**config.mk**
```make
export PLATFORM = sky130hd
export DESIGN_NAME = dual_channel_fir_lowpass_core_flat
export DESIGN_NICKNAME = d
export VERILOG_FILES = /design/src/sv/fdlp_pkg.sv /design/src/sv/fdlp_ifs.sv /design/src/sv/fdlp_cell.sv /design/src/sv/fdlp_mac.sv /design/src/sv/fdlp_ctrl.sv /design/src/sv/dual_channel_fir_lowpass_core.sv /design/src/flat_wrapper.sv
export SDC_FILE = /design/constraint.sdc
export NUM_CORES = 2
export LEC_CHECK = 0
export BUFFER_PORTS_ARGS = -buffer_cell sky130_fd_sc_hd__buf_2
export CAP_MARGIN = 15
export CORE_MARGIN = 5
export CORE_UTILIZATION = 57
export CTS_CLUSTER_DIAMETER = 30
export CTS_CLUSTER_SIZE = 24
export DETAILED_ROUTE_END_ITERATION = 10
export PLACE_DENSITY = 0.75
export SYNTH_ARGS = -nofsm -noshare
export SYNTH_HDL_FRONTEND = slang
export SYNTH_SLANG_ARGS = --single-unit
```
**constraint.sdc**
```tcl
create_clock -name i_clk -period 22.9 [get_ports i_clk]
set_clock_uncertainty 0.2 [all_clocks]
set_input_delay 4.58 -clock i_clk [delete_from_list [all_inputs] [get_ports i_clk]]
set_output_delay 4.58 -clock i_clk [all_outputs]
set_load 0.01 [all_outputs]
```
**src/sv/fdlp_pkg.sv**
```systemverilog
// Shared types, constants and the coefficient table of the dual-channel FIR low-pass core.
`default_nettype none
package fdlp_pkg;

    localparam int TAPS        = 45;
    localparam int SAMPLE_BITS = 16;
    localparam int COEFF_BITS  = 16;
    localparam int ROM_LEN     = 45;
    localparam int ACC_SHIFT   = 16;
    localparam int TAP_W       = (TAPS > 1) ? $clog2(TAPS) : 1;
    localparam int ROM_W       = $clog2(ROM_LEN);
    localparam int PROD_BITS   = SAMPLE_BITS + COEFF_BITS;
    localparam int ACC_BITS    = ACC_SHIFT + SAMPLE_BITS;

    typedef logic signed [SAMPLE_BITS-1:0] t_sample;
    typedef logic signed [COEFF_BITS-1:0]  t_coeff;
    typedef logic signed [PROD_BITS-1:0]   t_prod;
    typedef logic        [ACC_BITS-1:0]    t_acc;
    typedef logic        [TAP_W-1:0]       t_tap;

    typedef enum logic [1:0] {
        ST_IDLE,
        ST_RUN,
        ST_FLUSH,
        ST_OUT
    } t_state;

    typedef struct packed {
        logic shift;
        logic ch;
    } t_cell_ctl;

    typedef struct packed {
        logic load;
        logic rot;
        logic mul;
        logic out_load;
        logic ch;
        t_tap tap;
    } t_ctl;

    localparam t_coeff COEFF_ROM [ROM_LEN] = '{
        16'h0018, 16'h0055, 16'h0097, 16'h00D0, 16'h00EC, 16'h00D9, 16'h008A, 16'h0000,
        16'hFF45, 16'hFE75, 16'hFDB7, 16'hFD3D, 16'hFD37, 16'hFDCD, 16'hFF17, 16'h0114,
        16'h03AC, 16'h06AA, 16'h09C4, 16'h0CA7, 16'h0F00, 16'h1088, 16'h1110, 16'h1088,
        16'h0F00, 16'h0CA7, 16'h09C4, 16'h06AA, 16'h03AC, 16'h0114, 16'hFF17, 16'hFDCD,
        16'hFD37, 16'hFD3D, 16'hFDB7, 16'hFE75, 16'hFF45, 16'h0000, 16'h008A, 16'h00D9,
        16'h00EC, 16'h00D0, 16'h0097, 16'h0055, 16'h0018
    };

    function automatic t_coeff coeff_at(input t_tap tap);
        logic [ROM_W-1:0] idx;
        t_coeff           c;
        idx = ROM_W'(tap);
        if (32'(tap) < ROM_LEN) begin
            c = COEFF_ROM[idx];
        end else begin
            c = '0;
        end
        return c;
    endfunction

endpackage
`default_nettype wire

```
**src/sv/fdlp_ifs.sv**
```systemverilog
// Valid/ready channel interfaces for the sample input and the filtered output.
`default_nettype none
interface fdlp_in_if;
    logic               valid;
    logic               ready;
    fdlp_pkg::t_sample  sample;
    logic               channel;

    modport source (output valid, output sample, output channel, input ready);
    modport sink   (input valid, input sample, input channel, output ready);
endinterface

interface fdlp_out_if;
    logic               valid;
    logic               ready;
    fdlp_pkg::t_sample  filtered;
    logic               out_channel;

    modport source (output valid, output filtered, output out_channel, input ready);
    modport sink   (input valid, input filtered, input out_channel, output ready);
endinterface
`default_nettype wire

```
**src/sv/fdlp_cell.sv**
```systemverilog
// One delay-line cell holding one sample per channel and passing it to its neighbor.
`default_nettype none
module fdlp_cell (
    input  wire logic                i_clk,
    input  wire logic                i_rst_n,
    input  wire fdlp_pkg::t_cell_ctl i_ctl,
    input  wire fdlp_pkg::t_sample   i_d,
    output fdlp_pkg::t_sample        o_q
);

    fdlp_pkg::t_sample r_smp [2];

    always_ff @(posedge i_clk) begin
        if (!i_rst_n) begin
            r_smp[0] <= '0;
            r_smp[1] <= '0;
        end else if (i_ctl.shift) begin
            r_smp[i_ctl.ch] <= i_d;
        end
    end

    assign o_q = r_smp[i_ctl.ch];

endmodule
`default_nettype wire

```
**src/sv/fdlp_mac.sv**
```systemverilog
// Registered multiplier and accumulator fed one tap per cycle from the end of the cell chain.
`default_nettype none
module fdlp_mac (
    input  wire logic              i_clk,
    input  wire logic              i_rst_n,
    input  wire fdlp_pkg::t_ctl    i_ctl,
    input  wire fdlp_pkg::t_sample i_smp,
    output fdlp_pkg::t_acc         o_acc
);

    fdlp_pkg::t_prod r_prod;
    logic            r_p_vld;
    fdlp_pkg::t_acc  r_acc;

    always_ff @(posedge i_clk) begin
        if (i_ctl.mul) begin
            r_prod <= i_smp * fdlp_pkg::coeff_at(i_ctl.tap);
        end
    end

    always_ff @(posedge i_clk) begin
        if (!i_rst_n) begin
            r_p_vld <= 1'b0;
        end else begin
            r_p_vld <= i_ctl.mul;
        end
    end

    always_ff @(posedge i_clk) begin
        if (i_ctl.load) begin
            r_acc <= '0;
        end else if (r_p_vld) begin
            r_acc <= r_acc + fdlp_pkg::ACC_BITS'(r_prod);
        end
    end

    assign o_acc = r_acc;

endmodule
`default_nettype wire

```
**src/sv/fdlp_ctrl.sv**
```systemverilog
// Sequencer that loads a sample, rotates the cell chain once per tap and hands off the result.
`default_nettype none
module fdlp_ctrl (
    input  wire logic          i_clk,
    input  wire logic          i_rst_n,
    input  wire logic          i_in_valid,
    input  wire logic          i_in_ch,
    input  wire logic          i_out_free,
    output logic               o_in_ready,
    output fdlp_pkg::t_ctl     o_ctl
);

    fdlp_pkg::t_state r_state;
    fdlp_pkg::t_state n_state;
    fdlp_pkg::t_tap   r_step;
    fdlp_pkg::t_tap   n_step;
    logic             r_ch;
    logic             n_ch;

    always_ff @(posedge i_clk) begin
        if (!i_rst_n) begin
            r_state <= fdlp_pkg::ST_IDLE;
            r_step  <= '0;
            r_ch    <= 1'b0;
        end else begin
            r_state <= n_state;
            r_step  <= n_step;
            r_ch    <= n_ch;
        end
    end

    always_comb begin
        n_state = r_state;
        n_step  = r_step;
        n_ch    = r_ch;
        unique case (r_state)
            fdlp_pkg::ST_IDLE: begin
                if (i_in_valid) begin
                    n_state = fdlp_pkg::ST_RUN;
                    n_step  = fdlp_pkg::TAP_W'(fdlp_pkg::TAPS - 1);
                    n_ch    = i_in_ch;
                end
            end
            fdlp_pkg::ST_RUN: begin
                if (r_step == '0) begin
                    n_state = fdlp_pkg::ST_FLUSH;
                end else begin
                    n_step = r_step - 1'b1;
                end
            end
            fdlp_pkg::ST_FLUSH: begin
                n_state = fdlp_pkg::ST_OUT;
            end
            fdlp_pkg::ST_OUT: begin
                if (i_out_free) begin
                    n_state = fdlp_pkg::ST_IDLE;
                end
            end
            default: begin
                n_state = fdlp_pkg::ST_IDLE;
            end
        endcase
    end

    always_comb begin
        o_in_ready     = (r_state == fdlp_pkg::ST_IDLE);
        o_ctl.load     = (r_state == fdlp_pkg::ST_IDLE) && i_in_valid;
        o_ctl.rot      = (r_state == fdlp_pkg::ST_RUN);
        o_ctl.mul      = (r_state == fdlp_pkg::ST_RUN);
        o_ctl.out_load = (r_state == fdlp_pkg::ST_OUT) && i_out_free;
        o_ctl.ch       = (r_state == fdlp_pkg::ST_IDLE) ? i_in_ch : r_ch;
        o_ctl.tap      = r_step;
    end

endmodule
`default_nettype wire

```
**src/sv/dual_channel_fir_lowpass_core.sv**
```systemverilog
// Top level of the dual-channel 45-tap Hann low-pass FIR core.
//
// Samples enter on i_in with a channel bit, 0 for in-phase and 1 for quadrature.
// Each channel has its own 45-sample delay line held in a chain of cells.
// A transaction on i_in shifts the sample into that channel's chain, after
// which the chain rotates once per tap while a single multiplier and
// accumulator consume the sample at the chain's end.
// One result per input leaves on o_out with the channel it belongs to.
// A new input is taken only after the previous pass ends, while o_out keeps up,
// since the single multiply-accumulate unit works through one tap per cycle.
// The result sits in an output register, so the next input is taken while a
// finished result still waits; if the receiver stalls longer, the core holds
// its result in the accumulator and stops taking input until the register frees.
// Synchronous reset clears both delay lines, the sequencer and the output valid.
`default_nettype none
module dual_channel_fir_lowpass_core (
    input  wire logic      i_clk,
    input  wire logic      i_rst_n,
    fdlp_in_if.sink        i_in,
    fdlp_out_if.source     o_out
);

    fdlp_pkg::t_ctl      w_ctl;
    fdlp_pkg::t_cell_ctl w_cell_ctl;
    fdlp_pkg::t_sample   w_q [fdlp_pkg::TAPS];
    fdlp_pkg::t_sample   w_chain_in;
    fdlp_pkg::t_acc      w_acc;
    logic                w_out_free;
    logic                w_in_ready;

    logic                r_out_vld;
    fdlp_pkg::t_sample   r_filt;
    logic                r_och;

    assign w_out_free = !r_out_vld || o_out.ready;

    fdlp_ctrl u_ctrl (
        .i_clk      (i_clk),
        .i_rst_n    (i_rst_n),
        .i_in_valid (i_in.valid),
        .i_in_ch    (i_in.channel),
        .i_out_free (w_out_free),
        .o_in_ready (w_in_ready),
        .o_ctl      (w_ctl)
    );

    assign i_in.ready = w_in_ready;

    assign w_cell_ctl.shift = w_ctl.load || w_ctl.rot;
    assign w_cell_ctl.ch    = w_ctl.ch;
    assign w_chain_in       = w_ctl.load ? i_in.sample : w_q[fdlp_pkg::TAPS-1];

    for (genvar k = 0; k < fdlp_pkg::TAPS; k++) begin : g_cell
        if (k == 0) begin : g_head
            fdlp_cell u_cell (
                .i_clk   (i_clk),
                .i_rst_n (i_rst_n),
                .i_ctl   (w_cell_ctl),
                .i_d     (w_chain_in),
                .o_q     (w_q[k])
            );
        end else begin : g_body
            fdlp_cell u_cell (
                .i_clk   (i_clk),
                .i_rst_n (i_rst_n),
                .i_ctl   (w_cell_ctl),
                .i_d     (w_q[k-1]),
                .o_q     (w_q[k])
            );
        end
    end

    fdlp_mac u_mac (
        .i_clk   (i_clk),
        .i_rst_n (i_rst_n),
        .i_ctl   (w_ctl),
        .i_smp   (w_q[fdlp_pkg::TAPS-1]),
        .o_acc   (w_acc)
    );

    always_ff @(posedge i_clk) begin
        if (!i_rst_n) begin
            r_out_vld <= 1'b0;
        end else if (w_ctl.out_load) begin
            r_out_vld <= 1'b1;
        end else if (o_out.ready) begin
            r_out_vld <= 1'b0;
        end
    end

    always_ff @(posedge i_clk) begin
        if (w_ctl.out_load) begin
            r_filt <= w_acc[fdlp_pkg::ACC_BITS-1:fdlp_pkg::ACC_SHIFT];
            r_och  <= w_ctl.ch;
        end
    end

    assign o_out.valid       = r_out_vld;
    assign o_out.filtered    = r_filt;
    assign o_out.out_channel = r_och;

endmodule
`default_nettype wire

```
**src/flat_wrapper.sv**
```systemverilog
// flat-port wrapper written by rule: the top's interface ports become plain ports
module dual_channel_fir_lowpass_core_flat 
  (i_clk, i_rst_n, i_in_valid, i_in_sample, i_in_channel, i_in_ready, o_out_valid, o_out_filtered, o_out_out_channel, o_out_ready);
  fdlp_in_if i_in_i ();
  fdlp_out_if o_out_i ();
  input  wire logic i_clk;
  input  wire logic i_rst_n;
  input wire logic [$bits(i_in_i.valid)-1:0] i_in_valid;
  input wire logic [$bits(i_in_i.sample)-1:0] i_in_sample;
  input wire logic [$bits(i_in_i.channel)-1:0] i_in_channel;
  output wire logic [$bits(i_in_i.ready)-1:0] i_in_ready;
  output wire logic [$bits(o_out_i.valid)-1:0] o_out_valid;
  output wire logic [$bits(o_out_i.filtered)-1:0] o_out_filtered;
  output wire logic [$bits(o_out_i.out_channel)-1:0] o_out_out_channel;
  input wire logic [$bits(o_out_i.ready)-1:0] o_out_ready;
  assign i_in_i.valid = i_in_valid;
  assign i_in_i.sample = i_in_sample;
  assign i_in_i.channel = i_in_channel;
  assign i_in_ready = i_in_i.ready;
  assign o_out_valid = o_out_i.valid;
  assign o_out_filtered = o_out_i.filtered;
  assign o_out_out_channel = o_out_i.out_channel;
  assign o_out_i.ready = o_out_ready;
  dual_channel_fir_lowpass_core u_core (.i_clk(i_clk), .i_rst_n(i_rst_n), .i_in(i_in_i), .o_out(o_out_i));
endmodule
```
# Yosys cells after proc, flatten, opt, wreduce, memory -nomap -nowiden
# Memories as Yosys holds them, arrays and structs flattened.
# Cells that the tools add are included.
op_classes:
  add_sub_neg: 2
  mul: 1
  div_mod_pow: 0
  n_lt_le_gt_ge: 2
  n_eq_ne: 7
  shift: 0
  n_mux: 154
  n_bitwise: 1
  n_reduce_logical: 57
op_table:
  columns: ["op", "n"]
  rows:
  - ["$mux 16", 50]
  - ["$reduce_or 16->1", 45]
  - ["$mux 1", 97]
  - ["$add 32x32->32", 1]
  - ["$mul 16x16->32", 1]
  - ["$mux 6", 2]
  - ["$pmux 6 s2", 1]
  - ["$pmux 2 s4", 1]
  - ["$ge 7x7->1 const B", 1]
  - ["$not 6->7", 1]
  - ["$logic_not 6->1", 1]
  - ["$lt 6x6->1 const B", 1]
  - ["$mux 2", 3]
  - ["$ne 2x2->1 const B", 3]
  - ["$reduce_and 3->1", 2]
  - ["$sub 6x1->6 const B", 1]
  - ["$eq 2x2->1 const B", 2]
  - ["$reduce_bool 2->1", 2]
  - ["$eq 2x1->1 const B", 1]
  - ["$logic_and 1x1->1", 2]
  - ["$logic_not 2->1", 1]
  - ["$logic_or 1x1->1", 2]
  - ["$ne 2x1->1 const B", 1]
  - ["$reduce_and 2->1", 1]
  - ["$logic_not 1->1", 1]
word_totals:
  register_bits: 92
  latch_bits: 0
  ramBits: 1440
  mem_bits_ro: 1024
  out_inout_bits: 19
  elab_cells: 279
  n_memories: 46
mem_list:
  columns: ["name", "depth", "word_bits", "read_ports", "rd_clocked_by_memory_dff", "write_ports", "line", "rtl"]
  rows:
  - ["(no name shown)", 64, 16, 1, 0, 0, "fdlp_pkg.sv:56", "c = COEFF_ROM[idx];"]
  - ["u_core.g_cell[0].g_head.u_cell.r_smp", 2, 16, 1, 0, 2, "fdlp_cell.sv:11", "fdlp_pkg::t_sample r_smp [2];"]
  - ["u_core.g_cell[10].g_body.u_cell.r_smp", 2, 16, 1, 0, 2, "fdlp_cell.sv:11", null]
  - ["u_core.g_cell[11].g_body.u_cell.r_smp", 2, 16, 1, 0, 2, "fdlp_cell.sv:11", null]
  - ["u_core.g_cell[12].g_body.u_cell.r_smp", 2, 16, 1, 0, 2, "fdlp_cell.sv:11", null]
  - ["u_core.g_cell[13].g_body.u_cell.r_smp", 2, 16, 1, 0, 2, "fdlp_cell.sv:11", null]
  - ["+40 memories", null, null, null, null, null, null, null]

# Longest topological paths before layout
logic_depth:
  ltp_word: 8
  depth_mapped: 32

# Hierarchy
# From an unflattened synthesis, not the netlist that was laid out.
hier_totals:
  cells_unflattened: 6508
  hier_area_um2: 78848.1
by_module_without_submodules:
  columns: ["mod", "n_inst", "cells_each", "area_per_inst_um2", "seq_area_each_um2"]
  rows:
  - ["fdlp_cell", 45, 107, 1405.1, 960.9]
  - ["fdlp_mac", 1, 1580, 14201.1, 1621.6]
  - ["dual_channel_fir_lowpass_core", 1, 40, 799.5, 530.5]
  - ["fdlp_ctrl", 1, 73, 618.1, 180.2]

# Worst setup path after synthesis
# No wires, ideal clock.
synth_timing:
  path_type: "input to register"
  start: "in i_in_valid"
  end: "mem u_core.g_cell[0].g_head.u_cell.r_smp[1][0] (netlist name) (enable)"
  t_arrival_ns: 17.274
  required_time_ns: 17.702
  slack_ns: 0.428
  stages: 7
  cell_sequence: "nor2_1 -> nor2_1 -> a32o_1 -> clkbuf_1 -> nand2_1 -> clkbuf_1 -> nand2_1"
synth_lines:
  columns: ["item", "line", "rtl"]
  rows:
  - ["start, declared", "flat_wrapper.sv:8", "input wire logic [$bits(i_in_i.valid)-1:0] i_in_valid;"]
  - ["end, declared", "fdlp_cell.sv:11", null]

# Worst setup path after layout
layout_timing:
  start: "in i_in_channel"
  end: "reg u_core.u_mac.r_prod[30] (data pin)"
layout_via:
  elab_chain_len: 3
layout_rtl:
  columns: ["item", "line", "rtl"]
  rows:
  - ["start, declared", "flat_wrapper.sv:10", "input wire logic [$bits(i_in_i.channel)-1:0] i_in_channel;"]
  - ["$mux 1", "fdlp_ctrl.sv:71", "o_ctl.ch = (r_state == fdlp_pkg::ST_IDLE) ? i_in_ch : r_ch;"]
  - ["$mem_v2 2x16", null, null]
  - ["$mul 16x16->32", "fdlp_mac.sv:17", "r_prod <= i_smp * fdlp_pkg::coeff_at(i_ctl.tap);"]
  - ["end signal, assigned", "fdlp_mac.sv:17", null]
  - ["end, declared", "fdlp_mac.sv:11", "fdlp_pkg::t_prod r_prod;"]
# Every way passes these cells.
# A chain may end at the register's enable or synchronous reset.

==> results.tsv <==
metric	value	unit
status	complete, no violations	
Setup crit start kind	primary input	
HP Class	register to register	
most frequent cells in the layout	1489 x edfxtp_1, 722 x and2_1, 712 x and3_1, 334 x inv_1, 307 x clkbuf_16	
Initial Util	57.37	%
syn_area_per_cell	14.09	um2
wire per inst	18.37	um
Vias	37040	
remaining antenna violation count after routing	0	
post-synthesis cell count	4877	
die area	127600	um2
Post CTS Setup Buffer Count	0	
gr usage total	19.70	%
drt initial violations	2816	
Vias/cell	5.430	
Die H	357.3	um
Main synth FF type	edfxtp_1	
number of synthesized flops with an enable pin	1489	
relative slew slack	16.80	%
required time worst endpoint	23.28	ns
Core ar.	119800	um2
clock slew at reported path FFs	0.05	ns
Final nets	5389	
Worst-Skew Late Latency	0.84	ns
Fin. Hold Viols	0	
setup TNS	0	ns
first-pass GRT wire length	201200	um
cell mode on critical path	fa_1	
die width	357.3	um
crit share post-route	49.78	%
synthesis-to-finish area growth	16.81	%
final setup violation count	0	
IO buf count	39	
CTS tree	yes	
RSZ-0062 raised after global routing	no	
CTS Hold Bufs	0	
Crit path largest cell delay	0.80	ns
H-Tree Depth	5	
sequential element share of the synthesized area	66.30	%
Max-Cap Viols	0	
min cycle time layout	11.40	ns
Total Wirelength	125300	um
initial antenna violation count	9	
arrival time worst endpoint	11.78	ns
highest clock rate	0.08772	GHz
CP Class	primary input to register	
Cell Chain, Critical Path	buf_2, mux2i_4, buf_4, mux2i_1, nor2_1, fa_1, inv_1, fa_1, fa_1, fa_1, inv_1, fa_1, inv_1, fa_1, inv_1, ha_1, a21o_1, a21o_1, a21o_1, a21oi_4, a21oi_1, o31ai_1, a21oi_1, a311o_1	
CTS max path bufs	4	
vias in the first global route	37600	
FFs w/ async S/R, synth	0	%
Cell Rows	127	
largest net degree at the start of global routing	328	
1st-pass router iterations	5	
Resized cells post-CTS	0	
post-synth net total	5284	
max-slew violation count	0	
commonest non-fill, non-tap cell in the layout	edfxtp_1	
Overflow after GRT	0	
hpwl dp	69880	um
layout cell share with drive strength beyond 1	11.99	%
number of synthesis warnings	0	
Post-Syn Area	68740	um2
FILL cells	8047	
GP Congestion	0.8612	
Seq cells post-synth	1532	
post-synth cell types	76	
Sink Count	1532	
root buffer cell	clkbuf_16	
slowest stage cell on the critical path	mux2i_1	
Crit Path Max Fanout	32	
total CTS buffers	301	
number of I/O pins	40	
worst slew pin tran	1.235	ns
detailed-route DRC error count	0	
Crit. End Element	register	
## final timing paths
path                                                 end  slack, ns                                        start  cells after the start
min          u_core.g_cell[33].g_body.u_cell.r_smp[0][8]       0.25  u_core.g_cell[32].g_body.u_cell.r_smp[0][8]                      1
max reg2reg                      u_core.u_mac.r_prod[30]      13.76                      u_core.u_ctrl.r_step[0]                     26
max                              u_core.u_mac.r_prod[30]      11.50                                 i_in_channel                     24
min reg2reg  u_core.g_cell[33].g_body.u_cell.r_smp[0][8]       0.25  u_core.g_cell[32].g_body.u_cell.r_smp[0][8]                      1
## critical path: cells and delay by family
kind	cells	cell delay (ns)
AO/OA/AOI/OAI	8	1.85
AND/OR/NAND/NOR	1	0.17
buffers and inverters	6	0.79
multiplexers	2	0.95
adder cells (fa/ha/maj)	7	3.41
## stage by stage
step	hold slack (ns)	std cells	utilization, %	setup WS (ns)	instance area (um2)
final	0.2514	6821	67.01	11.50	80290
after global routing	0.2642	6818	67.00	11.18	80280
after CTS	0.2469	6818	67.00	11.53	80280
after detailed placement	0.2601	6291	58.77	10.61	70410
after global placement	0.2385	6289	58.75	10.81	70400
after floorplan	0.2213	4877	-	0.4279	68740
## final cells by class
cell class              count  area, um2  share of cell area [%]
diodes                      3      7.507                0.009350
well taps                1612       2017                   2.512
clock inverters           186       2009                   2.503
repair buffers             94      693.2                  0.8634
inverters                 336       1261                   1.571
flip-flops and latches   1532      45570                   56.76
clock buffers             341       7860                   9.790
multi-input cells        2717      20870                   25.99
## flip-flops by register name, indices dropped and copies added, names as in the netlist
name,flops
u_core.g_cell.g_head.u_cell.r_smp,32
u_core.u_mac.o_acc,32
u_core.u_ctrl.r_step,6
u_core.o_out.filtered,16
u_core.u_mac.r_prod,32
u_core.o_out.out_channel,1
u_core.o_out.valid,1
u_core.u_mac.r_p_vld,1
u_core.u_ctrl.r_ch,1
u_core.g_cell.g_body.u_cell.r_smp,1408
u_core.u_ctrl.r_state,2
## per-layer routing
layer / routed length (um) / up-vias / track usage (%)
li1: - / 17410 / -
met1: 57000 / 18630 / 28.26
met2: 59550 / 743 / 30.76
met5: 0 / - / 0
met3: 5190 / 256 / 3.488
met4: 3532 / 0 / 7.287
## logic make-up after synthesis
group	share of synthesized area, %
AND/OR/NAND/NOR	16.23
flip-flops	66.30
buffers and inverters	3.449
adder cells (fa/ha/maj)	9.833
AO/OA/AOI/OAI	2.858
XOR/XNOR	0.6116
multiplexers	0.7154
## synthesized netlist by cell type, types with 8 or more instances
master,number,area share [%]
edfxtp_1,1489,65
and2_1,722,6.6
and3_1,712,6.5
inv_1,334,1.8
clkbuf_1,274,1.5
fa_1,257,7.5
nor2_1,227,1.2
nand2_1,154,0.84
ha_1,129,2.3
a21oi_1,77,0.56
o21ai_0,63,0.46
dfxtp_1,43,1.3
xnor2_1,40,0.51
mux2i_1,30,0.44
a21o_1,29,0.32
nand3_1,26,0.19
nand2b_1,25,0.23
nor3_1,25,0.18
o21a_1,25,0.27
nor2b_1,16,0.15
mux2_2,15,0.25
or2_2,13,0.12
a211oi_1,12,0.13
buf_2,11,0.080
a31oi_1,10,0.091
o211ai_1,8,0.087
xor2_1,8,0.10
Power is not shown: default switching activity piles up to over one toggle a cycle in this logic, so the estimate is an artifact.
